## src/hdl/rprg_pkg.sv

```systemverilog
`timescale 1ns / 1ps
// Shared types and constants for the reference-counted power rail gate.
// No dependencies; used by every module of the block except rprg_ram.
package rprg_pkg;

  localparam int NumRailsDflt    = 192;
  localparam int BitsPerWordDflt = 32;

  localparam int RailW   = 8;
  localparam int CountW  = 8;
  localparam int WordW   = 3;
  localparam int BitW    = 5;

  localparam logic [CountW-1:0] CountMax = 8'hFF;

  typedef enum logic [1:0] {
    STATUS_OK        = 2'd0,
    STATUS_BAD_RAIL  = 2'd1,
    STATUS_UNDERFLOW = 2'd2,
    STATUS_SATURATED = 2'd3
  } status_e;

  typedef enum logic [1:0] {
    ACT_NONE       = 2'd0,
    ACT_POWER_UP   = 2'd1,
    ACT_POWER_DOWN = 2'd2
  } action_e;

  typedef enum logic {
    S_IDLE = 1'b0,
    S_EXEC = 1'b1
  } state_e;

  typedef enum logic {
    OP_REQUEST = 1'b0,
    OP_RELEASE = 1'b1
  } op_e;

  typedef struct packed {
    logic capture;
    logic commit;
  } cmd_t;

endpackage

```

## src/hdl/refcounted_power_rail_gate_top.sv

```systemverilog
`timescale 1ns / 1ps
// For each request, the cycle it is accepted issues the read of the rail's count from the
// count RAM (registered read); the execute state then waits until the output slot is free,
// and then updates the count, writes it back and loads the result register; a new request is
// accepted in the cycle after that, while the previous result may still wait at the output.
// Counts are cleared at reset by per-rail valid bits, so there is no clearing pass. An
// out-of-range rail returns status 1 with all other fields zero; a release at count zero and a
// request at count 255 are flagged and leave the count unchanged.
// Top level; depends on rprg_pkg, rprg_ctrl and rprg_dp, and on rprg_ram through rprg_dp.
module refcounted_power_rail_gate_top #(
  parameter int NumRails    = rprg_pkg::NumRailsDflt,
  parameter int BitsPerWord = rprg_pkg::BitsPerWordDflt
) (
  input  logic                        clk_i,
  input  logic                        rst_ni,
  input  logic                        in_valid_i,
  output logic                        in_stall_o,
  input  logic                        op_i,
  input  logic [rprg_pkg::RailW-1:0]  rail_id_i,
  output logic                        out_valid_o,
  input  logic                        out_stall_i,
  output logic [1:0]                  status_o,
  output logic [1:0]                  action_o,
  output logic [rprg_pkg::WordW-1:0]  word_index_o,
  output logic [rprg_pkg::BitW-1:0]   bit_index_o,
  output logic [rprg_pkg::CountW-1:0] new_count_o
);

  rprg_pkg::cmd_t cmd;

  rprg_ctrl u_ctrl (
    .clk_i       (clk_i),
    .rst_ni      (rst_ni),
    .in_valid_i  (in_valid_i),
    .in_stall_o  (in_stall_o),
    .out_valid_o (out_valid_o),
    .out_stall_i (out_stall_i),
    .cmd_o       (cmd)
  );

  rprg_dp #(
    .NumRails    (NumRails),
    .BitsPerWord (BitsPerWord)
  ) u_dp (
    .clk_i        (clk_i),
    .rst_ni       (rst_ni),
    .cmd_i        (cmd),
    .op_i         (op_i),
    .rail_id_i    (rail_id_i),
    .status_o     (status_o),
    .action_o     (action_o),
    .word_index_o (word_index_o),
    .bit_index_o  (bit_index_o),
    .new_count_o  (new_count_o)
  );

endmodule

```

## src/hdl/rprg_ram.sv

```systemverilog
`timescale 1ns / 1ps
// Generic single-write, single-read RAM with registered read data.
// No dependencies.
module rprg_ram #(
  parameter int Width = 8,
  parameter int Depth = 192,
  localparam int AddrW = (Depth > 1) ? $clog2(Depth) : 1
) (
  input  logic             clk_i,
  input  logic             we_i,
  input  logic [AddrW-1:0] waddr_i,
  input  logic [Width-1:0] wdata_i,
  input  logic             re_i,
  input  logic [AddrW-1:0] raddr_i,
  output logic [Width-1:0] rdata_o
);

  logic [Width-1:0] mem [Depth];
  logic [Width-1:0] rdata_q;

  always_ff @(posedge clk_i) begin
    if (we_i) begin
      mem[waddr_i] <= wdata_i;
    end
  end

  always_ff @(posedge clk_i) begin
    if (re_i) begin
      rdata_q <= mem[raddr_i];
    end
  end

  assign rdata_o = rdata_q;

endmodule

```

## src/hdl/rprg_ctrl.sv

```systemverilog
`timescale 1ns / 1ps
// Controller for the power rail gate: request sequencing and output handshake.
// Depends on rprg_pkg.
module rprg_ctrl (
  input  logic          clk_i,
  input  logic          rst_ni,
  input  logic          in_valid_i,
  output logic          in_stall_o,
  output logic          out_valid_o,
  input  logic          out_stall_i,
  output rprg_pkg::cmd_t cmd_o
);

  rprg_pkg::state_e state_q, state_d;
  logic             out_valid_q, out_valid_d;
  logic             slot_free;

  assign slot_free = !out_valid_q || !out_stall_i;

  always_comb begin
    state_d = state_q;
    unique case (state_q)
      rprg_pkg::S_IDLE: begin
        if (in_valid_i) begin
          state_d = rprg_pkg::S_EXEC;
        end
      end
      rprg_pkg::S_EXEC: begin
        if (slot_free) begin
          state_d = rprg_pkg::S_IDLE;
        end
      end
      default: state_d = rprg_pkg::S_IDLE;
    endcase
  end

  always_comb begin
    in_stall_o     = 1'b1;
    cmd_o.capture  = 1'b0;
    cmd_o.commit   = 1'b0;
    unique case (state_q)
      rprg_pkg::S_IDLE: begin
        in_stall_o    = 1'b0;
        cmd_o.capture = in_valid_i;
      end
      rprg_pkg::S_EXEC: begin
        cmd_o.commit = slot_free;
      end
      default: in_stall_o = 1'b1;
    endcase
  end

  always_comb begin
    out_valid_d = out_valid_q;
    if (cmd_o.commit) begin
      out_valid_d = 1'b1;
    end else if (out_valid_q && !out_stall_i) begin
      out_valid_d = 1'b0;
    end
  end

  always_ff @(posedge clk_i or negedge rst_ni) begin
    if (!rst_ni) begin
      state_q     <= rprg_pkg::S_IDLE;
      out_valid_q <= 1'b0;
    end else begin
      state_q     <= state_d;
      out_valid_q <= out_valid_d;
    end
  end

  assign out_valid_o = out_valid_q;

`ifndef SYNTHESIS
  a_accept_to_exec: assert property (@(posedge clk_i) disable iff (!rst_ni)
    (in_valid_i && !in_stall_o) |=> (state_q == rprg_pkg::S_EXEC))
    else $error("accepted request did not enter execute");
  a_commit_slot_free: assert property (@(posedge clk_i) disable iff (!rst_ni)
    cmd_o.commit |-> !(out_valid_q && out_stall_i))
    else $error("result overwrote a stalled result");
  a_commit_sets_valid: assert property (@(posedge clk_i) disable iff (!rst_ni)
    cmd_o.commit |=> out_valid_q)
    else $error("committed result not presented");
`endif

endmodule

```

## src/hdl/rprg_dp.sv

```systemverilog
`timescale 1ns / 1ps
// Datapath for the power rail gate: count memory, valid bits, update and result registers.
// Depends on rprg_pkg and rprg_ram.
module rprg_dp #(
  parameter int NumRails    = rprg_pkg::NumRailsDflt,
  parameter int BitsPerWord = rprg_pkg::BitsPerWordDflt
) (
  input  logic                          clk_i,
  input  logic                          rst_ni,
  input  rprg_pkg::cmd_t                cmd_i,
  input  logic                          op_i,
  input  logic [rprg_pkg::RailW-1:0]    rail_id_i,
  output logic [1:0]                    status_o,
  output logic [1:0]                    action_o,
  output logic [rprg_pkg::WordW-1:0]    word_index_o,
  output logic [rprg_pkg::BitW-1:0]     bit_index_o,
  output logic [rprg_pkg::CountW-1:0]   new_count_o
);

  localparam int AddrW = (NumRails > 1) ? $clog2(NumRails) : 1;

  logic                          op_q;
  logic [rprg_pkg::RailW-1:0]    rail_q;
  logic [AddrW-1:0]              addr_q;
  logic [NumRails-1:0]           valid_q;
  logic [rprg_pkg::CountW-1:0]   rdata;
  logic [rprg_pkg::CountW-1:0]   cur;
  logic                          rail_ok;
  logic                          we;

  rprg_pkg::status_e             status_d, status_q;
  rprg_pkg::action_e             action_d, action_q;
  logic [rprg_pkg::CountW-1:0]   count_d, count_q;
  logic [rprg_pkg::WordW-1:0]    word_d, word_q;
  logic [rprg_pkg::BitW-1:0]     bit_d, bit_q;

  logic [rprg_pkg::WordW-1:0]    word_lut [NumRails];
  logic [rprg_pkg::BitW-1:0]     bit_lut  [NumRails];

  for (genvar i = 0; i < NumRails; i++) begin : g_lut
    assign word_lut[i] = rprg_pkg::WordW'((i / BitsPerWord) % 8);
    assign bit_lut[i]  = rprg_pkg::BitW'(i % BitsPerWord);
  end

  always_ff @(posedge clk_i) begin
    if (cmd_i.capture) begin
      op_q   <= op_i;
      rail_q <= rail_id_i;
    end
  end

  assign addr_q  = rail_q[AddrW-1:0];
  assign rail_ok = {1'b0, rail_q} < 9'(NumRails);

  rprg_ram #(
    .Width (rprg_pkg::CountW),
    .Depth (NumRails)
  ) u_count_ram (
    .clk_i   (clk_i),
    .we_i    (we),
    .waddr_i (addr_q),
    .wdata_i (count_d),
    .re_i    (cmd_i.capture),
    .raddr_i (rail_id_i[AddrW-1:0]),
    .rdata_o (rdata)
  );

  assign cur = (rail_ok && valid_q[addr_q]) ? rdata : '0;

  always_comb begin
    status_d = rprg_pkg::STATUS_OK;
    action_d = rprg_pkg::ACT_NONE;
    count_d  = cur;
    word_d   = '0;
    bit_d    = '0;
    if (!rail_ok) begin
      status_d = rprg_pkg::STATUS_BAD_RAIL;
      count_d  = '0;
    end else begin
      word_d = word_lut[addr_q];
      bit_d  = bit_lut[addr_q];
      if (op_q == rprg_pkg::OP_REQUEST) begin
        if (cur == rprg_pkg::CountMax) begin
          status_d = rprg_pkg::STATUS_SATURATED;
        end else begin
          if (cur == '0) begin
            action_d = rprg_pkg::ACT_POWER_UP;
          end
          count_d = cur + 1'b1;
        end
      end else begin
        if (cur == '0) begin
          status_d = rprg_pkg::STATUS_UNDERFLOW;
        end else begin
          if (cur == rprg_pkg::CountW'(1)) begin
            action_d = rprg_pkg::ACT_POWER_DOWN;
          end
          count_d = cur - 1'b1;
        end
      end
    end
  end

  assign we = cmd_i.commit && (status_d == rprg_pkg::STATUS_OK);

  always_ff @(posedge clk_i or negedge rst_ni) begin
    if (!rst_ni) begin
      valid_q <= '0;
    end else if (we) begin
      valid_q[addr_q] <= 1'b1;
    end
  end

  always_ff @(posedge clk_i) begin
    if (cmd_i.commit) begin
      status_q <= status_d;
      action_q <= action_d;
      count_q  <= count_d;
      word_q   <= word_d;
      bit_q    <= bit_d;
    end
  end

  assign status_o     = status_q;
  assign action_o     = action_q;
  assign new_count_o  = count_q;
  assign word_index_o = word_q;
  assign bit_index_o  = bit_q;

`ifndef SYNTHESIS
  a_write_valid_rail: assert property (@(posedge clk_i) disable iff (!rst_ni)
    we |-> rail_ok)
    else $error("count write to an invalid rail");
  a_write_marks_valid: assert property (@(posedge clk_i) disable iff (!rst_ni)
    we |=> valid_q[$past(addr_q)])
    else $error("written count not marked valid");
`endif

endmodule
```

## config.mk

```make
export PLATFORM = sky130hd
export DESIGN_NAME = refcounted_power_rail_gate_top
export DESIGN_NICKNAME = d
export VERILOG_FILES = /design/src/hdl/rprg_pkg.sv /design/src/hdl/refcounted_power_rail_gate_top.sv /design/src/hdl/rprg_ram.sv /design/src/hdl/rprg_ctrl.sv /design/src/hdl/rprg_dp.sv
export SDC_FILE = /design/constraint.sdc
export NUM_CORES = 2
export LEC_CHECK = 0
export ABC_AREA = 1
export BUFFER_PORTS_ARGS = -buffer_cell sky130_fd_sc_hd__buf_4
export CORE_ASPECT_RATIO = 1.4
export CORE_MARGIN = 5
export CORE_UTILIZATION = 50
export DETAILED_ROUTE_END_ITERATION = 8
export HOLD_SLACK_MARGIN = 0.12
export PLACE_DENSITY = 0.69
export RECOVER_POWER = 50
export SLEW_MARGIN = 20
export SYNTH_ARGS = -nofsm -noshare
export SYNTH_HDL_FRONTEND = slang
export SYNTH_SLANG_ARGS = --single-unit
export TNS_END_PERCENT = 20
```

## constraint.sdc

```tcl
create_clock -name clk_i -period 21.8 [get_ports clk_i]
set_input_delay 1.09 -clock clk_i [delete_from_list [all_inputs] [get_ports clk_i]]
set_output_delay 1.09 -clock clk_i [all_outputs]
set_load 0.005 [all_outputs]
```

==> impl_metrics.tcl <==
set metrics [dict create \
    drtAntennaViolNets 0 \
    post-dp-hpwl_microns 117100 \
    crit_path_start_kind "flip-flop" \
    grt_pass1_wl_microns 298800 \
    synthTopCellsByArea "edfxtp_1 (66%), dfrtp_1 (6.7%), o21ai_0 (6.2%), nor2_1 (6.1%), nand2_1 (4.2%)" \
    seq_area_frac_synth_pct 72.29 \
    critical-path-max-stage-delay_ns 2.59 \
    dr_total_vias 48690 \
    ys.flop_type "edfxtp_1" \
    max_cap_viol_count 25 \
    max_freq_mhz 74.44 \
    nets 5886 \
    synth_nets 6035 \
    initial_utilization_pct 50.38 \
    synth.largest_area_cell "edfxtp_1" \
    rsz0062_at_grt "false" \
    syn_area_sq_um 72050 \
    firstDrtPassIters 5 \
    viasPerCell 6.157 \
    wl_per_cell_microns 25.60 \
    async_flop_share_pct 10.98 \
    ctsHoldBuffers 0 \
    yosys.area_share.simple_pct 11.51 \
    synth-seq-cells 1767 \
    clock-sinks 1767 \
    cpMostUsedCell "nand2_1" \
    violations "max-capacitance violations, max-slew violations" \
    cp_data_required_time_ns 22.03 \
    finClkSkew_ns 0.03330 \
    cts_setup_buffers 0 \
    synth_top_family_by_area "compound AO/OA/AOI/OAI gates" \
    rows 164 \
    grtUsageTotal_pct 26.08 \
    finalHoldViolCount 0 \
    ios 35 \
    drv_slew 1710 \
    synthCells 6019 \
    rr_startpoint "u_dp.addr_q[1]" \
    synth_mux_area_share_pct 0 \
    crit_chain "clkbuf_1 > inv_1 > nor2_1 > nand2_1 > nand3_1 > nand2_1 > nand2_1 > nor2_1 > nor2_1 > nor2_1 > nand2_1 > nand2_1 > nand2_1 > nand2_1 > nand2_1 > nand2_1 > inv_1 > ha_1 > nand2_1 > nor2_1 > nand3_1 > nand3_1 > clkbuf_1 > nor2_1" \
    drc 0 \
    cp_max_fo 78 \
    synthTopCellsByCount "edfxtp_1 (1573), nor2_1 (1167), o21ai_0 (890), nand2_1 (810), clkbuf_1 (355)" \
    cp_slowest_cell "clkbuf_1" \
    finalCritPeriodShare_pct 61.63 \
    syn_area_per_cell_sq_um 11.97 \
    coreArea_sq_um 143000 \
    routed_wl_microns 202400 \
    worstPathArrival_ns 13.66 \
    status "complete, but fails checks" \
    synth-xor-area-share_pct 0.08509 \
    setup-tns-final_ns 0 \
    tightest_slew_ns 6.650 \
    gp_congestion 0.9249 \
    cts_tree "yes" \
    synth_edf_count 1573 \
    drt_iter0_markers 6117 \
    slew_headroom_pct -343.4 \
    vdd_drop_max_mv 0.08548 \
    post_synth_num_cell_types 37 \
    critPathKind "reg -> reg" \
    die_w_microns 330.8 \
    syn2layout_area_growth_pct 9.065 \
    synthAdderAreaFrac_pct 0.05210 \
    insertion_delay_ns 0.80 \
    critPathLaunch "u_dp.addr_q[1]" \
    grt_max_degree 194 \
    die_y_microns 459.2 \
    cts_buffers 153 \
    hold_path.class "reg -> reg" \
    yosysTopAreaCellShare_pct 65.56 \
    antenna_found_initial 2 \
    synth_most_common_cell "edfxtp_1" \
    dp.cells 7623 \
    stdcell_count 7907 \
    portBuffers 34 \
    grt_overflow 0 \
    yosys_warnings 0 \
    setup-violations-final 0 \
    powerDensity_nw_per_um2 95.27 \
    final_layout_size_suffix_gt1_share_pct 5.957 \
    cp.buffers_inverters 4 \
    cts.path.max_buffers 3 \
    die_area_sq_um 151900 \
    cp-end-kind "flip-flop" \
    power_leakage_uw 0.02627 \
    worstHoldStart "u_dp.valid_q[40]" \
    cts_resized 0 \
    cpLargestDelayFamily "simple AND/OR/NAND/NOR gates" \
    htreeDepth 4 \
    grt_pass1_vias 46880 \
    fin_crit_ns 13.43 \
    synth_compound_area_share_pct 13.17 \
    path_clk_slew_ns 0.06 \
    cts_root_buf "clkbuf_16" \
]
worst register-to-register path, cell delays in order, from the launching register on:
cell and delay [ns]:
edfxtp_1 0.32, clkbuf_1 1.45, inv_1 1.52, nor2_1 1.46, nand2_1 0.14, nand3_1 0.14, nand2_1 0.06, nand2_1 0.08
nor2_1 0.04, nor2_1 0.08, nor2_1 0.06, nand2_1 0.15, nand2_1 0.09, nand2_1 0.07, nand2_1 0.04, nand2_1 0.32
nand2_1 0.22, inv_1 0.15, ha_1 0.20, nand2_1 0.06, nor2_1 0.35, nand3_1 0.50, nand3_1 1.59, clkbuf_1 2.61
nor2_1 1.13
per-layer routing:
layer	wire (microns)	share of wire [%]	vias up	GRT usage, %
met4	12650	6.3	0	14.68
met5	0	0	-	0
met1	75530	37	24210	33.66
met3	17040	8.4	516	4.341
met2	97210	48	2489	42.22
li1	-	-	21480	-
where the power goes:
part,internal [uW],switching [uW],total [uW]
logic,148,627,775
clock network,1520,1220,2740
registers,3930,39.1,3970
logic make-up after synthesis:
family | after synthesis
buffers and inverters | 501
XOR/XNOR | 7
AO/OA/AOI/OAI | 1606
AND/OR/NAND/NOR | 2135
flip-flops | 1767
adder cells (fa/ha/maj) | 3
through the flow:
| step | power (uW) | instance area, sq um | setup slack, ns | hold slack [ns] | util, % |
|---|---|---|---|---|---|
| 2_1_floorplan | 4503 | 72050 | 9.768 | 0.4431 | - |
| 4_1_cts | 7477 | 78760 | 14.97 | 0.4616 | 55.07 |
| 5_1_grt | 7701 | 78570 | 7.468 | 0.4841 | 54.94 |
| 3_5_place_dp | 4788 | 73780 | 15.02 | 0.4622 | 51.59 |
| 3_3_place_gp | 4775 | 73760 | 15.09 | 0.4581 | 51.57 |
| 6_report | 7487 | 78580 | 8.366 | 0.4721 | 54.95 |
layout make-up:
class                           instances  area (sq um)
Inverter                               64         259.0
Antenna cell                            5         12.51
Timing Repair Buffer                  133         950.9
Tap cell                             1909          2389
Multi-Input combinational cell       3751         17900
Sequential cell                      1767         52090
Clock buffer                          191          4139
Clock inverter                         87         843.3
Fill cell                           11650         64440
layout by cell type, fill, tap and decap left out, types with 26 or more instances in the layout:
cell	Yosys	routed
a21oi_1	40	39
o21bai_1	193	193
buf_4	18	85
nand2_1	810	810
clkinv_1	8	37
dfrtp_1	194	194
o22ai_1	330	330
clkinv_2	0	26
edfxtp_1	1573	1573
nand3_1	123	125
clkbuf_16	0	159
nor2_1	1167	1159
clkbuf_1	355	56
inv_1	53	48
o21ai_0	890	890
o221ai_1	97	97
worst paths after layout:
kind	cells after the start	end	slack, ns
setup reg to reg	24	u_dp.u_count_ram.mem[159][5]	8.37
max in group asynchronous	2	u_dp.valid_q[132]	12.97
hold reg to reg	1	u_dp.valid_q[40]	0.47
setup / recovery	24	u_dp.u_count_ram.mem[159][5]	8.37
min in group asynchronous	1	u_dp.valid_q[57]	2.78
hold / removal	1	u_dp.valid_q[40]	0.47
registers in the layout, summed over array words and instances (netlist names):
signal / count
u_dp.status_o: 2
u_dp.addr_q: 8
u_dp.action_o: 2
u_dp.word_index_o: 3
u_dp.bit_index_o: 5
u_dp.valid_q: 192
u_dp.op_q: 1
u_dp.u_count_ram.rdata_o: 8
u_dp.new_count_o: 8
u_dp.u_count_ram.mem: 1536
u_ctrl.out_valid_o: 1
u_ctrl.state_q: 1
(Power assumes the default switching activity.)
